<file path="src/bfci_pkg.sv">
// Package: shared types, codes and constants of the banked flash command interface.
package bfci_pkg;

    localparam int BANK_BYTES        = 16384;
    localparam int ERASE_BLOCK_BYTES = 65536;
    localparam int FLASH_BLOCKS      = 8;

    localparam int OFFSET_W = $clog2(BANK_BYTES);
    localparam int BLOCK_W  = $clog2(ERASE_BLOCK_BYTES);
    localparam int PAGE_W   = 5;
    localparam int CMD_W    = 3;
    localparam int ADDR_W   = 16;
    localparam int DATA_W   = 8;
    localparam int OP_W     = 3;
    localparam int MADDR_W  = 19;
    localparam int BLKNUM_W = MADDR_W - BLOCK_W;

    // Input command codes
    typedef enum logic [CMD_W-1:0] {
        CMD_MEM_READ   = 3'd0,
        CMD_MEM_WRITE  = 3'd1,
        CMD_PAGE_WRITE = 3'd2,
        CMD_PAGE_READ  = 3'd3,
        CMD_PORT_WRITE = 3'd4,
        CMD_CARD_WRITE = 3'd5
    } cmd_t;

    // Memory operation codes
    typedef enum logic [OP_W-1:0] {
        OP_NONE        = 3'd0,
        OP_RD_FLASH    = 3'd1,
        OP_RD_RAM      = 3'd2,
        OP_PROGRAM     = 3'd3,
        OP_WR_RAM      = 3'd4,
        OP_ERASE_BLOCK = 3'd5,
        OP_ERASE_CHIP  = 3'd6
    } mem_op_t;

    localparam logic [7:0] PAGING_RESET = 8'h60;
    localparam logic [3:0] CARD_UNLOCK  = 4'hA;
    localparam logic [7:0] STATUS_BYTE  = 8'hFF;

    // One result item
    typedef struct packed {
        mem_op_t                mem_op;
        logic [MADDR_W-1:0]     mem_address;
        logic [DATA_W-1:0]      write_data;
        logic                   claimed;
        logic                   reply_valid;
        logic [DATA_W-1:0]      reply_data;
        logic                   last;
    } item_t;

    // Results of one accepted input: one or two items
    typedef struct packed {
        logic  two;
        item_t first;
        item_t second;
    } pair_t;

endpackage

</file>
<file path="src/bfci_if.sv">
// Interfaces: request, result and configuration channels.
interface bfci_req_if;
    import bfci_pkg::*;
    logic              valid;
    logic              ready;
    logic [CMD_W-1:0]  command;
    logic [ADDR_W-1:0] address;
    logic [DATA_W-1:0] data;
    modport source (output valid, command, address, data, input ready);
    modport sink   (input valid, command, address, data, output ready);
endinterface

interface bfci_rsp_if;
    import bfci_pkg::*;
    logic               valid;
    logic               ready;
    logic [OP_W-1:0]    mem_op;
    logic [MADDR_W-1:0] mem_address;
    logic [DATA_W-1:0]  write_data;
    logic               claimed;
    logic               reply_valid;
    logic [DATA_W-1:0]  reply_data;
    logic               last;
    modport source (output valid, mem_op, mem_address, write_data, claimed,
                    reply_valid, reply_data, last, input ready);
    modport sink   (input valid, mem_op, mem_address, write_data, claimed,
                    reply_valid, reply_data, last, output ready);
endinterface

interface bfci_cfg_if;
    logic valid;
    logic ready;
    logic data;
    modport source (output valid, data, input ready);
    modport sink   (input valid, data, output ready);
endinterface

</file>
<file path="src/bfci_core.sv">
// Core: paging state, flash command sequencer and result item decode.
module bfci_core (
    input  logic            clk,
    input  logic            rst_n,
    bfci_req_if.sink        req,
    bfci_cfg_if.sink        cfg,
    input  logic            space,
    output bfci_pkg::pair_t pair
);
    import bfci_pkg::*;

    typedef enum logic [2:0] {
        STEP_ONE   = 3'd1,
        STEP_TWO   = 3'd2,
        STEP_THREE = 3'd3,
        STEP_FOUR  = 3'd4,
        STEP_FIVE  = 3'd5,
        STEP_SIX   = 3'd6
    } step_t;

    typedef enum logic [2:0] {
        PFX_NONE         = 3'd0,
        PFX_BYPASS_PROG  = 3'd1,
        PFX_BYPASS_RESET = 3'd2,
        PFX_LONG_ONE     = 3'd3,
        PFX_PROGRAM      = 3'd4,
        PFX_LONG_TWO     = 3'd5
    } prefix_t;

    logic       protect_reg;
    logic [7:0] paging_reg,  paging_next;
    logic [3:0] card_reg,    card_next;
    step_t      step_reg,    step_next;
    prefix_t    prefix_reg,  prefix_next;
    logic       status_reg,  status_next;

    logic                 accept;
    logic                 in_win;
    logic [MADDR_W-1:0]   phys;
    logic [10:0]          ccode;
    logic [BLKNUM_W-1:0]  blk;
    logic                 flash_en;
    mem_op_t              fop;
    logic [MADDR_W-1:0]   faddr;
    item_t                blank;

    assign accept    = req.valid && req.ready;
    assign req.ready = space;
    assign cfg.ready = 1'b1;

    assign in_win   = (req.address[ADDR_W-1:OFFSET_W] == '0);
    assign phys     = {paging_reg[PAGE_W-1:0], req.address[OFFSET_W-1:0]};
    assign ccode    = req.address[10:0];
    assign blk      = phys[MADDR_W-1:BLOCK_W];
    assign flash_en = (req.command == CMD_MEM_WRITE) && in_win && paging_reg[5]
                      && (card_reg == CARD_UNLOCK);

    always_comb
    begin
        blank = '{mem_op: OP_NONE, mem_address: '0, write_data: '0, claimed: 1'b0,
                  reply_valid: 1'b0, reply_data: '0, last: 1'b1};
    end

    // Command sequencer
    always_comb
    begin
        step_next   = step_reg;
        prefix_next = prefix_reg;
        status_next = status_reg;
        fop         = OP_NONE;
        faddr       = '0;
        if (flash_en)
        begin
            step_next = STEP_ONE;
            unique case (step_reg)
                STEP_ONE:
                begin
                    if (ccode == 11'h555 && req.data == 8'hAA)
                    begin
                        prefix_next = PFX_LONG_ONE;
                        step_next   = STEP_TWO;
                    end
                    else if (req.data == 8'hA0)
                    begin
                        prefix_next = PFX_BYPASS_PROG;
                        step_next   = STEP_TWO;
                    end
                    else if (req.data == 8'h90)
                    begin
                        prefix_next = PFX_BYPASS_RESET;
                        step_next   = STEP_TWO;
                    end
                    else if (req.data == 8'hF0)
                        status_next = 1'b0;
                end
                STEP_TWO:
                begin
                    if (prefix_reg != PFX_BYPASS_PROG && prefix_reg != PFX_BYPASS_RESET
                        && ccode == 11'h2AA && req.data == 8'h55)
                        step_next = STEP_THREE;
                end
                STEP_THREE:
                begin
                    if (req.data == 8'hF0)
                        status_next = 1'b0;
                    else if (ccode == 11'h555)
                    begin
                        if (req.data == 8'hA0)
                        begin
                            prefix_next = PFX_PROGRAM;
                            step_next   = STEP_FOUR;
                        end
                        else if (req.data == 8'h80)
                        begin
                            prefix_next = PFX_LONG_TWO;
                            step_next   = STEP_FOUR;
                        end
                    end
                end
                STEP_FOUR:
                begin
                    if (prefix_reg == PFX_PROGRAM)
                    begin
                        fop   = OP_PROGRAM;
                        faddr = phys;
                    end
                    else if (ccode == 11'h555 && req.data == 8'hAA)
                        step_next = STEP_FIVE;
                end
                STEP_FIVE:
                begin
                    if (ccode == 11'h2AA && req.data == 8'h55)
                        step_next = STEP_SIX;
                end
                STEP_SIX:
                begin
                    if (ccode == 11'h555 && req.data == 8'h10)
                    begin
                        fop         = OP_ERASE_CHIP;
                        status_next = 1'b1;
                    end
                    else if (req.data == 8'h30)
                    begin
                        status_next = 1'b1;
                        if (32'(blk) < FLASH_BLOCKS)
                        begin
                            fop   = OP_ERASE_BLOCK;
                            faddr = {blk, {BLOCK_W{1'b0}}};
                        end
                    end
                end
                default: ;
            endcase
            if (protect_reg)
                fop = OP_NONE;
        end
        // read side of the status byte
        if (req.command == CMD_MEM_READ && in_win && paging_reg[6] && paging_reg[5])
            status_next = 1'b0;
    end

    // Result decode and paging updates
    always_comb
    begin
        paging_next = paging_reg;
        card_next   = card_reg;
        pair.two    = 1'b0;
        pair.first  = blank;
        pair.second = blank;
        case (req.command)
            CMD_MEM_READ:
            begin
                if (in_win && paging_reg[6])
                begin
                    pair.first.claimed = 1'b1;
                    if (!paging_reg[5])
                    begin
                        pair.first.mem_op      = OP_RD_RAM;
                        pair.first.mem_address = phys;
                    end
                    else if (status_reg)
                    begin
                        pair.first.reply_valid = 1'b1;
                        pair.first.reply_data  = STATUS_BYTE;
                    end
                    else
                    begin
                        pair.first.mem_op      = OP_RD_FLASH;
                        pair.first.mem_address = phys;
                    end
                end
            end
            CMD_MEM_WRITE:
            begin
                if (in_win)
                begin
                    if (fop != OP_NONE)
                    begin
                        pair.first.mem_op      = fop;
                        pair.first.mem_address = faddr;
                        pair.first.write_data  = (fop == OP_PROGRAM) ? req.data : STATUS_BYTE;
                        pair.first.last        = !paging_reg[7];
                        if (paging_reg[7])
                        begin
                            pair.two                = 1'b1;
                            pair.second.mem_op      = OP_WR_RAM;
                            pair.second.mem_address = phys;
                            pair.second.write_data  = req.data;
                        end
                    end
                    else if (paging_reg[7])
                    begin
                        pair.first.mem_op      = OP_WR_RAM;
                        pair.first.mem_address = phys;
                        pair.first.write_data  = req.data;
                    end
                end
            end
            CMD_PAGE_WRITE: paging_next = req.data;
            CMD_PAGE_READ:
            begin
                pair.first.claimed     = 1'b1;
                pair.first.reply_valid = 1'b1;
                pair.first.reply_data  = paging_reg;
            end
            CMD_PORT_WRITE:
            begin
                if (paging_reg[6:5] != 2'b10)
                    paging_next[0] = req.data[4];
            end
            CMD_CARD_WRITE: card_next = req.data[7:4];
            default: ;
        endcase
    end

    always_ff @(posedge clk or negedge rst_n)
    begin
        if (!rst_n)
        begin
            protect_reg <= 1'b0;
            paging_reg  <= PAGING_RESET;
            card_reg    <= '0;
            step_reg    <= STEP_ONE;
            prefix_reg  <= PFX_NONE;
            status_reg  <= 1'b0;
        end
        else
        begin
            if (cfg.valid)
                protect_reg <= cfg.data;
            if (accept)
            begin
                paging_reg <= paging_next;
                card_reg   <= card_next;
                step_reg   <= step_next;
                prefix_reg <= prefix_next;
                status_reg <= status_next;
            end
        end
    end

endmodule

</file>
<file path="src/bfci_outbuf.sv">
// Output buffer: two item slots that feed the result channel in order.
module bfci_outbuf (
    input  logic            clk,
    input  logic            rst_n,
    input  logic            push,
    input  bfci_pkg::pair_t pair,
    output logic            space,
    bfci_rsp_if.source      rsp
);
    import bfci_pkg::*;

    logic [1:0] count_reg, count_next;
    item_t      slot0_reg, slot0_next;
    item_t      slot1_reg, slot1_next;
    logic       pop;

    assign pop   = rsp.valid && rsp.ready;
    assign space = (count_reg == 2'd0) || (count_reg == 2'd1 && rsp.ready);

    always_comb
    begin
        count_next = count_reg;
        slot0_next = slot0_reg;
        slot1_next = slot1_reg;
        if (push)
        begin
            slot0_next = pair.first;
            slot1_next = pair.second;
            count_next = pair.two ? 2'd2 : 2'd1;
        end
        else if (pop)
        begin
            slot0_next = slot1_reg;
            count_next = count_reg - 2'd1;
        end
    end

    always_ff @(posedge clk or negedge rst_n)
    begin
        if (!rst_n)
            count_reg <= 2'd0;
        else
            count_reg <= count_next;
    end

    always_ff @(posedge clk)
    begin
        slot0_reg <= slot0_next;
        slot1_reg <= slot1_next;
    end

    assign rsp.valid       = (count_reg != 2'd0);
    assign rsp.mem_op      = slot0_reg.mem_op;
    assign rsp.mem_address = slot0_reg.mem_address;
    assign rsp.write_data  = slot0_reg.write_data;
    assign rsp.claimed     = slot0_reg.claimed;
    assign rsp.reply_valid = slot0_reg.reply_valid;
    assign rsp.reply_data  = slot0_reg.reply_data;
    assign rsp.last        = slot0_reg.last;

endmodule

</file>
<file path="src/banked_flash_command_interface_top.sv">
// Top level: banked memory pager with flash command sequencer.
//
// Channels:
//   req - one item per CPU bus event: command, address, data.
//   rsp - result items; each request gives one or two, the final one
//         flagged by last. A RAM write that follows a flash program or
//         erase in the same access comes as a second item.
//   cfg - write of the flash write protect bit, always ready; write it
//         only while no request is in flight.
// Results are registered: an item shows in the cycle after its request is taken.
// Throughput: one request per cycle while rsp is ready; a request with two
//   result items holds req off until the single output port has drained the
//   first item from the two-slot output buffer.
// Reset: paging register 0x60 (flash paged in for reads), card select
//   nibble zero, sequencer at its first step, no status pending, write
//   protect off, output buffer empty.
// Stall: when rsp is not ready, held items stay on the port and req.ready
//   drops once the buffer cannot take a new request's results.
module banked_flash_command_interface_top (
    input  logic       clk,
    input  logic       rst_n,
    bfci_req_if.sink   req,
    bfci_rsp_if.source rsp,
    bfci_cfg_if.sink   cfg
);
    import bfci_pkg::*;

    pair_t pair;
    logic  space;
    logic  push;

    // state updates and decode happen at the request handshake
    assign push = req.valid && space;

    bfci_core u_core (
        .clk   (clk),
        .rst_n (rst_n),
        .req   (req),
        .cfg   (cfg),
        .space (space),
        .pair  (pair)
    );

    // result register stage between the two sides
    bfci_outbuf u_outbuf (
        .clk   (clk),
        .rst_n (rst_n),
        .push  (push),
        .pair  (pair),
        .space (space),
        .rsp   (rsp)
    );

endmodule

</file>
<file path="src/flat_wrapper.sv">
// flat-port wrapper written by rule: the top's interface ports become plain ports
module banked_flash_command_interface_top_flat import bfci_pkg::*;
  (clk, rst_n, req_valid, req_command, req_address, req_data, req_ready, rsp_valid, rsp_mem_op, rsp_mem_address, rsp_write_data, rsp_claimed, rsp_reply_valid, rsp_reply_data, rsp_last, rsp_ready, cfg_valid, cfg_data, cfg_ready);
  bfci_req_if req_i ();
  bfci_rsp_if rsp_i ();
  bfci_cfg_if cfg_i ();
  input  logic clk;
  input  logic rst_n;
  input wire logic [$bits(req_i.valid)-1:0] req_valid;
  input wire logic [$bits(req_i.command)-1:0] req_command;
  input wire logic [$bits(req_i.address)-1:0] req_address;
  input wire logic [$bits(req_i.data)-1:0] req_data;
  output wire logic [$bits(req_i.ready)-1:0] req_ready;
  output wire logic [$bits(rsp_i.valid)-1:0] rsp_valid;
  output wire logic [$bits(rsp_i.mem_op)-1:0] rsp_mem_op;
  output wire logic [$bits(rsp_i.mem_address)-1:0] rsp_mem_address;
  output wire logic [$bits(rsp_i.write_data)-1:0] rsp_write_data;
  output wire logic [$bits(rsp_i.claimed)-1:0] rsp_claimed;
  output wire logic [$bits(rsp_i.reply_valid)-1:0] rsp_reply_valid;
  output wire logic [$bits(rsp_i.reply_data)-1:0] rsp_reply_data;
  output wire logic [$bits(rsp_i.last)-1:0] rsp_last;
  input wire logic [$bits(rsp_i.ready)-1:0] rsp_ready;
  input wire logic [$bits(cfg_i.valid)-1:0] cfg_valid;
  input wire logic [$bits(cfg_i.data)-1:0] cfg_data;
  output wire logic [$bits(cfg_i.ready)-1:0] cfg_ready;
  assign req_i.valid = req_valid;
  assign req_i.command = req_command;
  assign req_i.address = req_address;
  assign req_i.data = req_data;
  assign req_ready = req_i.ready;
  assign rsp_valid = rsp_i.valid;
  assign rsp_mem_op = rsp_i.mem_op;
  assign rsp_mem_address = rsp_i.mem_address;
  assign rsp_write_data = rsp_i.write_data;
  assign rsp_claimed = rsp_i.claimed;
  assign rsp_reply_valid = rsp_i.reply_valid;
  assign rsp_reply_data = rsp_i.reply_data;
  assign rsp_last = rsp_i.last;
  assign rsp_i.ready = rsp_ready;
  assign cfg_i.valid = cfg_valid;
  assign cfg_i.data = cfg_data;
  assign cfg_ready = cfg_i.ready;
  banked_flash_command_interface_top u_core (.clk(clk), .rst_n(rst_n), .req(req_i), .rsp(rsp_i), .cfg(cfg_i));
endmodule
</file>
<file path="config.mk">
export PLATFORM = sky130hd
export DESIGN_NAME = banked_flash_command_interface_top_flat
export DESIGN_NICKNAME = d
export VERILOG_FILES = /design/src/bfci_pkg.sv /design/src/bfci_if.sv /design/src/bfci_core.sv /design/src/bfci_outbuf.sv /design/src/banked_flash_command_interface_top.sv /design/src/flat_wrapper.sv
export SDC_FILE = /design/constraint.sdc
export NUM_CORES = 1
export LEC_CHECK = 0
export CAP_MARGIN = 20
export CORE_UTILIZATION = 30
export DETAILED_ROUTE_END_ITERATION = 10
export DONT_BUFFER_PORTS = 1
export GPL_ROUTABILITY_DRIVEN = 0
export PLACE_DENSITY = 0.49
export SETUP_SLACK_MARGIN = 0.4
export SYNTH_ARGS = -nofsm -noshare
export SYNTH_HDL_FRONTEND = slang
export SYNTH_SLANG_ARGS = --single-unit
export TNS_END_PERCENT = 1
</file>
<file path="constraint.sdc">
create_clock -name clk -period 6.1 [get_ports clk]
set_input_delay 0.61 -clock clk [delete_from_list [all_inputs] [get_ports clk]]
set_output_delay 0.61 -clock clk [all_outputs]
set_load 0.1 [all_outputs]
</file>
==> results_dict.tcl <==
set metrics [dict create \
    status "finished with violations" \
    violations "DRC" \
    avgSynthCellArea_um2 12.0 \
    drc_errors 14 \
    cts-resized-gates 0 \
    synth-compound-area-share_pct 15.6 \
    clk_path_buf_depth 2 \
    coreArea_um2 14600 \
    synth_top_area_share_pct 45.7 \
    io_pins 77 \
    ys_ff_latch 91 \
    peakVddDrop_mv 0.161 \
    clock_skew_ps 8.95 \
    rsz0062_at_grt "no" \
    hold_path.class "in2async" \
    critPathArrivalTime_ps 3870 \
    cts-buffers-inserted 9 \
    path_clk_slew_ps 70 \
    nets 408 \
    num_rows 44 \
    fin_crit_sh_pct 59.5 \
    yosysTopAreaCell "edfxtp_1" \
    layout-drive-gt1-share_pct 13.5 \
    clock_latency_ps 350 \
    power.density_nw_per_um2 447 \
    r2r_slack_ps 2470 \
    grt_usage_pct 15.2 \
    p_total_mw 2.24 \
    yosys.area_share.simple_pct 18.4 \
    ys.flop_type "edfxtp_1" \
    start_kind "flip-flop" \
    synth.net_count 412 \
    synth-seq-area-share_pct 57.9 \
    post_drt_wl_per_cell_um 20.3 \
    antenna_found_initial 0 \
    cts_tree "done" \
    syn_area_um2 4530 \
    h-tree-depth 3 \
    cts.sinks 91 \
    drt-total-wl_um 11400 \
    fp.dieW_um 125 \
    start_util_pct 31.0 \
    place_area_um2 4690 \
    maxSlewHeadroom_pct 28.2 \
    n_antenna_cell 0 \
    period_minus_slack_ps 3630 \
    port_buffers 0 \
    synth-edff-count 69 \
    via_per_inst 5.51 \
    yosys.area_share.adder_pct 0.552 \
    antenna_left 0 \
    grt_pass1_vias 2940 \
    cp-end-kind "flip-flop" \
    async_flop_share_pct 24.2 \
    synth_top_family_by_area "simple AND/OR/NAND/NOR gates" \
    path_class "reg2reg" \
    dieArea_um2 15600 \
    setup_viol 0 \
    synth_xor_area_share_pct 0.386 \
    netlist_instances 377 \
    drv_slew 0 \
    tightest_slew_ps 1080 \
    cp.required_ps 6340 \
    die_h_um 125 \
    finalHoldViolCount 0 \
    first_iter_violations 312 \
    largest_reg_flops 28 \
    final_cell_area_um2 5010 \
    fill_cells 1439 \
    crit_fanout 36 \
    finalSetupTns_ps 0 \
    ys_top_cells_by_area "edfxtp_1 (46%), dfrtp_1 (10%), and2_1 (4.4%)" \
    grt_max_degree 46 \
    ys_types 67 \
    synthMuxAreaShare_pct 3.89 \
    synth_common_cells "edfxtp_1 (69), and2_1 (32), nand2_1 (28)" \
    power.leakage_nw 1.67 \
    overflow 0 \
    yosysWarnings 0 \
    clock_tree.root_cell "clkbuf_16" \
    vias 3098 \
    grt_pass1_wl_um 17800 \
    drt_pass1_iterations 8 \
    maxCapViolCount 0 \
    hpwlAfterDp_um 7760 \
    post-synth-top-count-cell "edfxtp_1" \
    clock.fmax_mhz 275 \
    area_growth_pct 10.4 \
]
==> final timing paths <==
check / from / to / cells after the start
setup / recovery: u_core.u_outbuf.count_reg[0]$_DFFE_PN0P_ / u_core.u_core.paging_reg[4]$_DFFE_PN0P_ / 9
hold / removal: rst_n / u_core.u_core.step_reg[0]$_DFFE_PN1P_ / 0
setup reg to reg: u_core.u_outbuf.count_reg[0]$_DFFE_PN0P_ / u_core.u_core.paging_reg[4]$_DFFE_PN0P_ / 9
hold reg to reg: u_core.u_core.card_reg[1]$_DFFE_PN0P_ / u_core.u_core.card_reg[1]$_DFFE_PN0P_ / 2
max in group asynchronous: rst_n / u_core.u_core.step_reg[1]$_DFFE_PN0P_ / 1
min in group clk: req_data[7] / u_core.u_core.card_reg[3]$_DFFE_PN0P_ / 1
==> routing by layer <==
layer / share of wire (%) / track usage (%) / up-vias / wire length (µm)
li1: - / - / 1449 / -
met1: 44 / 19.5 / 1510 / 4980
met2: 46 / 23.4 / 120 / 5300
met3: 7.4 / 4.42 / 19 / 841
met4: 2.5 / 7.89 / 0 / 289
met5: 0 / 0 / - / 0
==> report_power, final <==
part / leakage (nW) / internal, mW / switching [mW]
logic: 0.541 / 0.103 / 0.223
clock network: 0.148 / 0.321 / 0.253
registers: 0.986 / 0.840 / 0.496
total: 1.67 / 1.27 / 0.972
==> area by class of cell <==
cell class | instances | area, µm² | share of cell area, %
Sequential cell | 91 | 2630 | 52.5
Tap cell | 184 | 230 | 4.60
Inverter | 10 | 37.5 | 0.750
Timing Repair Buffer | 5 | 40.0 | 0.800
Clock buffer | 9 | 225 | 4.50
Multi-Input combinational cell | 256 | 1770 | 35.4
Clock inverter | 7 | 76.3 | 1.52
==> timing repair <==
action	in CTS	in global routing
endpoints found under the hold margin	19	0
setup buffers	0	0
hold buffers	1	0
==> cells in the final DEF (no fill, tap or decap), drive strengths merged, types with 3 or more instances in the layout <==
cell	count
a211oi	4
a21o	3
a21oi	8
a221o	7
a22oi	16
a32o	5
and2	33
and3	3
buf	4
clkbuf	9
clkinv	4
dfrtp	19
dfstp	3
edfxtp	69
inv	11
mux2	13
mux2i	3
nand2	28
nand3	9
nand3b	3
nand4	6
nor2	12
nor2b	6
nor3	6
nor4	10
nor4b	3
o21a	5
o21ai	26
o31ai	5
or2	3
or4	4
==> through the flow <==
step                      utilization [%]  setup slack (ps)  hold WS, ps  std cells
after floorplan                         -              2910          314        377
after global placement               32.1              2540          315        545
after detailed placement             32.1              2430          315        545
after CTS                            34.2              2420         80.5        562
after global routing                 34.2              2260         77.2        562
final                                34.2              2470         91.6        562
==> critical path, stage by stage, from the launching register on <==
cell      delay (ps)
dfrtp_1          390
inv_1             60
ha_1             230
a21o_1           510
nand2_1          190
buf_4            380
clkinv_1         670
buf_4            460
and3_1           300
mux2_2           310
==> logic make-up (layout without fill, tap and decap cells) <==
group | count (synthesis) | in the layout
AO/OA/AOI/OAI | 95 | 95
flip-flops | 91 | 91
adder cells (fa/ha/maj) | 2 | 2
XOR/XNOR | 2 | 2
multiplexers | 16 | 16
buffers and inverters | 30 | 31
AND/OR/NAND/NOR | 140 | 140
other | 1 | 1
Power figures use the tool's default switching activity.
